--- config.mk ---
export PLATFORM = sky130hd
export DESIGN_NAME = aldu_cfg_regs
export DESIGN_NICKNAME = d
export VERILOG_FILES = /design/src/addressable_led_strip_driver_unit_defines.svh /design/src/aldu_pkg.sv /design/src/aldu_cfg_regs.sv
export SDC_FILE = /design/constraint.sdc
export NUM_CORES = 1
export LEC_CHECK = 0
export BUFFER_PORTS_ARGS = -buffer_cell sky130_fd_sc_hd__clkbuf_2
export CORE_MARGIN = 3
export CORE_UTILIZATION = 51
export CTS_CLUSTER_DIAMETER = 120
export CTS_CLUSTER_SIZE = 28
export DETAILED_ROUTE_END_ITERATION = 8
export PLACE_DENSITY = 0.84
export SYNTH_ARGS = -nofsm -noshare
export SYNTH_HDL_FRONTEND = slang
export SYNTH_SLANG_ARGS = --single-unit
--- constraint.sdc ---
create_clock -name i_clk -period 1.95 [get_ports i_clk]
set_clock_uncertainty 0.1 [all_clocks]
set_input_delay 0.0975 -clock i_clk [delete_from_list [all_inputs] [get_ports i_clk]]
set_output_delay 0.0975 -clock i_clk [all_outputs]
set_load 0.01 [all_outputs]
--- src/addressable_led_strip_driver_unit_defines.svh ---
// ----------------------------------------------------------------------------
// Assertion macros for the addressable LED strip driver
// Concurrent check helpers, compiled out when SYNTH is defined.
// ----------------------------------------------------------------------------
`ifndef ADDRESSABLE_LED_STRIP_DRIVER_UNIT_DEFINES_SVH
`define ADDRESSABLE_LED_STRIP_DRIVER_UNIT_DEFINES_SVH

`ifndef SYNTH

// Same-cycle implication, disabled while reset is asserted.
`define ALDU_ASSERT_IMP(lbl, clk, rst_n, ante, cons) \
    lbl: assert property (@(posedge clk) disable iff (!rst_n) (ante) |-> (cons)) \
        else $error("implication check failed");

// Next-cycle implication, disabled while reset is asserted.
`define ALDU_ASSERT_NXT(lbl, clk, rst_n, ante, cons) \
    lbl: assert property (@(posedge clk) disable iff (!rst_n) (ante) |=> (cons)) \
        else $error("next-cycle check failed");

`else

`define ALDU_ASSERT_IMP(lbl, clk, rst_n, ante, cons)
`define ALDU_ASSERT_NXT(lbl, clk, rst_n, ante, cons)

`endif

`endif

--- src/aldu_pkg.sv ---
// ----------------------------------------------------------------------------
// LED strip driver package
// Shared constants, codes, structs and the color wheel function.
// ----------------------------------------------------------------------------
`default_nettype none

package aldu_pkg;

    // Pixel store geometry.
    localparam int MAX_LEDS = 256;
    localparam int PIX_AW   = (MAX_LEDS > 1) ? $clog2(MAX_LEDS) : 1;
    localparam int CNT_W    = $clog2(MAX_LEDS + 1);
    localparam int CMP_W    = (CNT_W > 9) ? CNT_W : 9;
    localparam int PIX_W    = 24;

    // Configuration port.
    localparam int APB_AW = 5;
    localparam int APB_DW = 32;

    // Register reset values.
    localparam logic [8:0]  RST_LED_COUNT   = 9'd8;
    localparam logic [7:0]  RST_HIGH0       = 8'd3;
    localparam logic [7:0]  RST_LOW0        = 8'd9;
    localparam logic [7:0]  RST_HIGH1       = 8'd9;
    localparam logic [7:0]  RST_LOW1        = 8'd3;
    localparam logic [15:0] RST_RESET_TICKS = 16'd500;

    // Color wheel segment bounds.
    localparam logic [7:0] WHEEL_SEG1 = 8'd85;
    localparam logic [7:0] WHEEL_SEG2 = 8'd170;

    typedef enum logic [2:0] {
        CMD_TICK    = 3'd0,
        CMD_WRITE   = 3'd1,
        CMD_CLEAR   = 3'd2,
        CMD_START   = 3'd3,
        CMD_RAINBOW = 3'd4
    } t_cmd;

    typedef enum logic [2:0] {
        REG_LED_COUNT   = 3'd0,
        REG_HIGH0       = 3'd1,
        REG_LOW0        = 3'd2,
        REG_HIGH1       = 3'd3,
        REG_LOW1        = 3'd4,
        REG_RESET_TICKS = 3'd5
    } t_reg_idx;

    typedef enum logic [3:0] {
        PH_IDLE  = 4'b0001,
        PH_HIGH  = 4'b0010,
        PH_LOW   = 4'b0100,
        PH_LATCH = 4'b1000
    } t_phase;

    typedef struct packed {
        logic [8:0]  led_count;
        logic [7:0]  high0_ticks;
        logic [7:0]  low0_ticks;
        logic [7:0]  high1_ticks;
        logic [7:0]  low1_ticks;
        logic [15:0] reset_ticks;
    } t_cfg;

    typedef struct packed {
        logic              we;
        logic              clr;
        logic [PIX_AW-1:0] waddr;
        logic [PIX_W-1:0]  wdata;
        logic [PIX_AW-1:0] raddr;
    } t_mem_req;

    // Color wheel value packed as G, R, B.
    function automatic logic [PIX_W-1:0] wheel_grb(input logic [7:0] p);
        logic [7:0] q;
        logic [7:0] q3;
        logic [7:0] r;
        logic [7:0] g;
        logic [7:0] b;
        begin
            if (p < WHEEL_SEG1) begin
                q = p;
            end else if (p < WHEEL_SEG2) begin
                q = p - WHEEL_SEG1;
            end else begin
                q = p - WHEEL_SEG2;
            end
            q3 = 8'({2'b00, q} * 10'd3);
            if (p < WHEEL_SEG1) begin
                r = 8'd255 - q3;
                g = 8'd0;
                b = q3;
            end else if (p < WHEEL_SEG2) begin
                r = 8'd0;
                g = q3;
                b = 8'd255 - q3;
            end else begin
                r = q3;
                g = 8'd255 - q3;
                b = 8'd0;
            end
            wheel_grb = {g, r, b};
        end
    endfunction

endpackage

`default_nettype wire

--- src/aldu_cfg_regs.sv ---
// ----------------------------------------------------------------------------
// LED strip driver configuration registers
// APB-style register file holding LED count and line timing.
// ----------------------------------------------------------------------------
`default_nettype none

module aldu_cfg_regs (
    input  wire logic                      i_clk,
    input  wire logic                      i_rst_n,
    input  wire logic                      psel,
    input  wire logic                      penable,
    input  wire logic                      pwrite,
    input  wire logic [aldu_pkg::APB_AW-1:0] paddr,
    input  wire logic [aldu_pkg::APB_DW-1:0] pwdata,
    output logic      [aldu_pkg::APB_DW-1:0] prdata,
    output logic                           pready,
    output aldu_pkg::t_cfg                 o_cfg
);
    import aldu_pkg::*;

    t_cfg     r_cfg;
    t_reg_idx reg_idx;
    logic     wr_en;

    assign reg_idx = t_reg_idx'(paddr[APB_AW-1:2]);
    assign wr_en   = psel && penable && pwrite;
    assign pready  = 1'b1;
    assign o_cfg   = r_cfg;

    // Register writes on the access phase.
    always_ff @(posedge i_clk) begin
        if (!i_rst_n) begin
            r_cfg.led_count   <= RST_LED_COUNT;
            r_cfg.high0_ticks <= RST_HIGH0;
            r_cfg.low0_ticks  <= RST_LOW0;
            r_cfg.high1_ticks <= RST_HIGH1;
            r_cfg.low1_ticks  <= RST_LOW1;
            r_cfg.reset_ticks <= RST_RESET_TICKS;
        end else if (wr_en) begin
            case (reg_idx)
                REG_LED_COUNT:   r_cfg.led_count   <= pwdata[8:0];
                REG_HIGH0:       r_cfg.high0_ticks <= pwdata[7:0];
                REG_LOW0:        r_cfg.low0_ticks  <= pwdata[7:0];
                REG_HIGH1:       r_cfg.high1_ticks <= pwdata[7:0];
                REG_LOW1:        r_cfg.low1_ticks  <= pwdata[7:0];
                REG_RESET_TICKS: r_cfg.reset_ticks <= pwdata[15:0];
                default: begin
                end
            endcase
        end
    end

    // Read data mux.
    always_comb begin
        case (reg_idx)
            REG_LED_COUNT:   prdata = APB_DW'(r_cfg.led_count);
            REG_HIGH0:       prdata = APB_DW'(r_cfg.high0_ticks);
            REG_LOW0:        prdata = APB_DW'(r_cfg.low0_ticks);
            REG_HIGH1:       prdata = APB_DW'(r_cfg.high1_ticks);
            REG_LOW1:        prdata = APB_DW'(r_cfg.low1_ticks);
            REG_RESET_TICKS: prdata = APB_DW'(r_cfg.reset_ticks);
            default:         prdata = '0;
        endcase
    end

endmodule

`default_nettype wire

Yosys cells after proc, flatten, opt, wreduce, memory -nomap -nowiden
Index checks and enable logic that the tools add are counted.
{"block": "classes", "muxes": 1, "reduce_logical": 9, "eq_ne": 5}
{"op": "$pmux W16 S6", "count": 1}
{"op": "$reduce_and A2 Y1", "count": 6}
{"op": "$eq A3 B2 Y1 const B", "count": 2}
{"op": "$eq A3 B3 Y1 const B", "count": 2}
{"op": "$eq A3 B1 Y1 const B", "count": 1}
{"op": "$logic_not A3 Y1", "count": 1}
{"op": "$logic_and A1 B1 Y1", "count": 2}
{"block": "word_totals", "output_inout_bits": 90, "ff_bits": 57, "inputBits": 42}

Logic depth before layout (Yosys ltp)
{"block": "depth", "word_depth": 3, "ltp_mapped": 6, "depth_no_buf": 3}

Worst setup path after synthesis
Ideal clock, no wire load.
{"block": "synth_timing", "path_kind": "input-to-reg", "start": "input port paddr[3] in the netlist's numbering", "end": "register r_cfg (netlist bit o_cfg[18])", "required_time_ns": 1.778, "t_arrival_ns": 0.918, "stages": 5, "path_buffers": 2, "path_slack_ns": 0.860, "setup_time_ns": 0.072, "cell_sequence": "buf_6 > or2_1 > buf_6 > nor2_8 > mux2i_1"}
{"block": "synth_between", "elab_chain_cells": 2}
{"element": "from (decl)", "line_no": "aldu_cfg_regs.sv:13", "source": "input wire logic [aldu_pkg::APB_AW-1:0] paddr,"}
{"element": "$eq A3 B3 Y1", "line_no": "aldu_cfg_regs.sv:40", "source": "case (reg_idx)"}
{"element": "$reduce_and A2 Y1 (no line)"}
{"element": "to (decl)", "line_no": "aldu_cfg_regs.sv:21", "source": "t_cfg r_cfg;"}
No other way between the ends.
A chain may end at the register's enable or synchronous reset.

Worst setup path in the final report
{"block": "layout_timing", "start": "input port paddr[2] in the netlist's numbering", "end": "output port prdata[6] in the netlist's numbering"}
{"block": "layout_between", "elab_chain_cells": 2, "word_cells_on_any_way": 7}
{"element": "$eq A3 B3 Y1, or another cell as far along", "line_no": "aldu_cfg_regs.sv:55", "source": "case (reg_idx)"}
{"element": "$pmux W16 S6 *", "line_no": "aldu_cfg_regs.sv:55"}
{"element": "to (decl)", "line_no": "aldu_cfg_regs.sv:15", "source": "output logic [aldu_pkg::APB_DW-1:0] prdata,"}
Mark *: on every way between the ends. The rest lies on a longest branch, timed or not.

==> impl_metrics.yaml <==
run_status:
  outcome: "complete, no violations"
synth:
  synth_top_family_by_area: "multiplexers"
  yosys.area_share.simple_pct: 18.21
  yosysMostFrequentCell: "nand2_1"
  yosys.area_share.adder_pct: 0
  synth_top_area_cell: "dfxtp_1"
  synthTopCellsByCount: "62 x nand2_1, 57 x dfxtp_1, 52 x mux2i_1"
  synth_ff_type: "dfxtp_1"
  synth_edf_count: 0
  synthMuxAreaShare_pct: 21.96
  yosys-top-cells-area: "dfxtp_1 39%, mux2i_1 18%, nand2_1 7.9%"
  yosysWarnings: 0
  ys_types: 40
  synth-seq-area-share_pct: 38.89
  synth_top_cell_area_share_pct: 38.89
  async_flop_share_pct: 0
  syn-cell-area_sq_um: 2934
  synth_xor_area_share_pct: 0
  syn_inst: 312
  synth_compound_area_share_pct: 9.936
  syn_avg_cell_area_sq_um: 9.404
  synth_seq_cells: 57
critical_path:
  crit_path_start_kind: "input port"
  cp_num_buf_inv: 3
  cp.required_ns: 1.75
  crit_slowest_cell: "clkbuf_2"
  end_kind: "primary output"
  crit_arrival_ns: 1.46
  crit_top_cell: "clkbuf_2"
  r2r_slack_ns: 1.18
  cp_top_family: "buffers and inverters"
  cpPeakStageDelay_ns: 0.41
  path_cells: "clkbuf_2 -> buf_4 -> mux2_1 -> a22oi_1 -> o22ai_1 -> clkbuf_2"
  worstSetupPathType: "input port to primary output"
  crit_fanout: 21
pwr:
  p_per_area_nw_per_um2: 659.6
  p_sw_share_pct: 25.79
  peakVddDrop_uv: 538.7
  p_int_uw: 1811
  p_comb_share_pct: 11.6
  sequentialPowerShare_pct: 48.5
  p_clk_share_pct: 39.9
  power_switching_uw: 629.5
  power.leakage_uw: 0.001785
timing:
  period_minus_slack_ns: 1.661
  setup_viol: 0
  max_freq_mhz: 602.2
  finalSetupTns_ns: 0
  holdWs_ns: 0.03065
  rsz0062_at_grt: "no"
  slew_headroom_pct: 65.67
  hold_violations: 0
  maxSlewViolCount: 0
  worstMarginPinSlew_ns: 0.5149
  timing.final.crit_share_pct: 85.15
place:
  place_congestion: 0.8408
  post-dp-hpwl_mm: 5.679
  numPortBuffers: 96
  dpl.cell_count: 464
layout:
  largest_register_ffs: 57
  final_cells: 495
  num_antenna_cells: 0
  drive_above_1_share_pct: 31.76
  fin_nets: 462
  syn2layout_area_growth_pct: 26.10
clocking:
  clock-sinks: 57
  cts_setup_buffers: 0
  clkTransAtPathRegs_ns: 0.07
  insertion_delay_ns: 0.33
  root_buffer: "clkbuf_8"
  cts_tree: "yes"
  htreeDepth: 3
  cts_buffers: 9
  clock_path_buffers: 2
global_routing:
  grt_start_max_net_pins: 75
  grt_pass1_vias: 2490
  antenna_found_initial: 0
  globalRoute.totalOverflow: 0
  grt_pass1_wl_mm: 12.72
  grtUsageTotal_pct: 25.34
drt:
  wire_per_inst_um: 16.34
  route.detailed.drc: 0
  via_per_inst: 5.386
  dr.pass1.iters: 4
  drt_iter0_drc: 174
  ant_nets: 0
  vias: 2666
  totalWireLength_mm: 8.087
floorplanning:
  dieArea_sq_um: 6699
  rows: 26
  start_util_pct: 55.00
  die_y_um: 81.85
  core-area_sq_um: 5335
  die_x_um: 81.85
  ios: 132
flow_run:
  cap_viol_max_count: 0
min_path:
  hold_class: "input port to flip-flop"
==> cell families after synthesis <==
logic type	after synthesis
compound gates	40
mux	63
flops	57
buf+inv	50
other cells	2
simple gates	100
==> power by group through the flow <==
stage	Combinational [uW]	Clock [uW]	Sequential (uW)
after floorplan	193	0	1210
after global placement	249	0	1210
after detailed placement	254	0	1210
after CTS	279	984	1180
after global routing	307	1050	1180
final	282	975	1180
==> metrics by stage <==
step           setup slack, ns  total power, uW  util (%)  instance area, sq um
2_1_floorplan           0.8599             1404         -                  2990
3_3_place_gp            0.3345             1457     63.27                  3376
3_5_place_dp            0.3174             1463     63.27                  3376
4_1_cts                 0.3120             2446     69.35                  3700
5_1_grt                 0.1891             2536     69.35                  3700
6_report                0.2895             2441     69.35                  3700
==> worst register-to-register path: stages (launching register included) <==
cell and delay [ns]:
dfxtp_1 0.34, o21ai_2 0.07, o311ai_2 0.12
==> repair_timing <==
| item | 4_1_cts | 5_1_grt |
|---|---|---|
| endpoints found under the hold margin | 21 | 0 |
| hold buffers | 15 | 0 |
| gates resized for setup | 0 | 0 |
==> routing by layer <==
layer / vias to the layer above / part of all wire [%] / GRT usage [%]
met1: 1250 / 42 / 30.86
li1: 1273 / - / -
met3: 17 / 7.8 / 7.675
met2: 126 / 48 / 41.92
met5: - / 0 / 0
met4: 0 / 2.2 / 9.468
==> placed cells by master (no fill, tap or decap), drive strengths merged, types with 5 or more instances in the layout <==
cell type    instances
a22oi                8
nor2                 5
clkbuf             109
inv                 10
nand2               64
and3                 7
o311ai               8
mux2i               52
conb                17
buf                 11
dlygate4sd3         15
mux2                11
o21ai               12
nand3                7
dfxtp               57
nor2b                6
==> layout make-up <==
cell class	instances	area, sq um
fillers	399	1635
clock buffers	13	158.9
multi-input cells	220	1534
well taps	70	87.58
inverters	10	37.54
repair buffers	122	725.7
flip-flops and latches	57	1141
clock inverters	3	15.01
==> final timing paths <==
path,start,end,cells past startpoint
worst max-delay path,paddr[2],prdata[6],6
worst min-delay path,pwdata[1],o_cfg[41]$_SDFFE_PN1P_,3
worst max register to register,o_cfg[17]$_SDFFE_PN1P_,o_cfg[17]$_SDFFE_PN1P_,2
worst min register to register,o_cfg[10]$_SDFFE_PN0P_,o_cfg[10]$_SDFFE_PN0P_,2
Power figures use the tool's default switching activity.
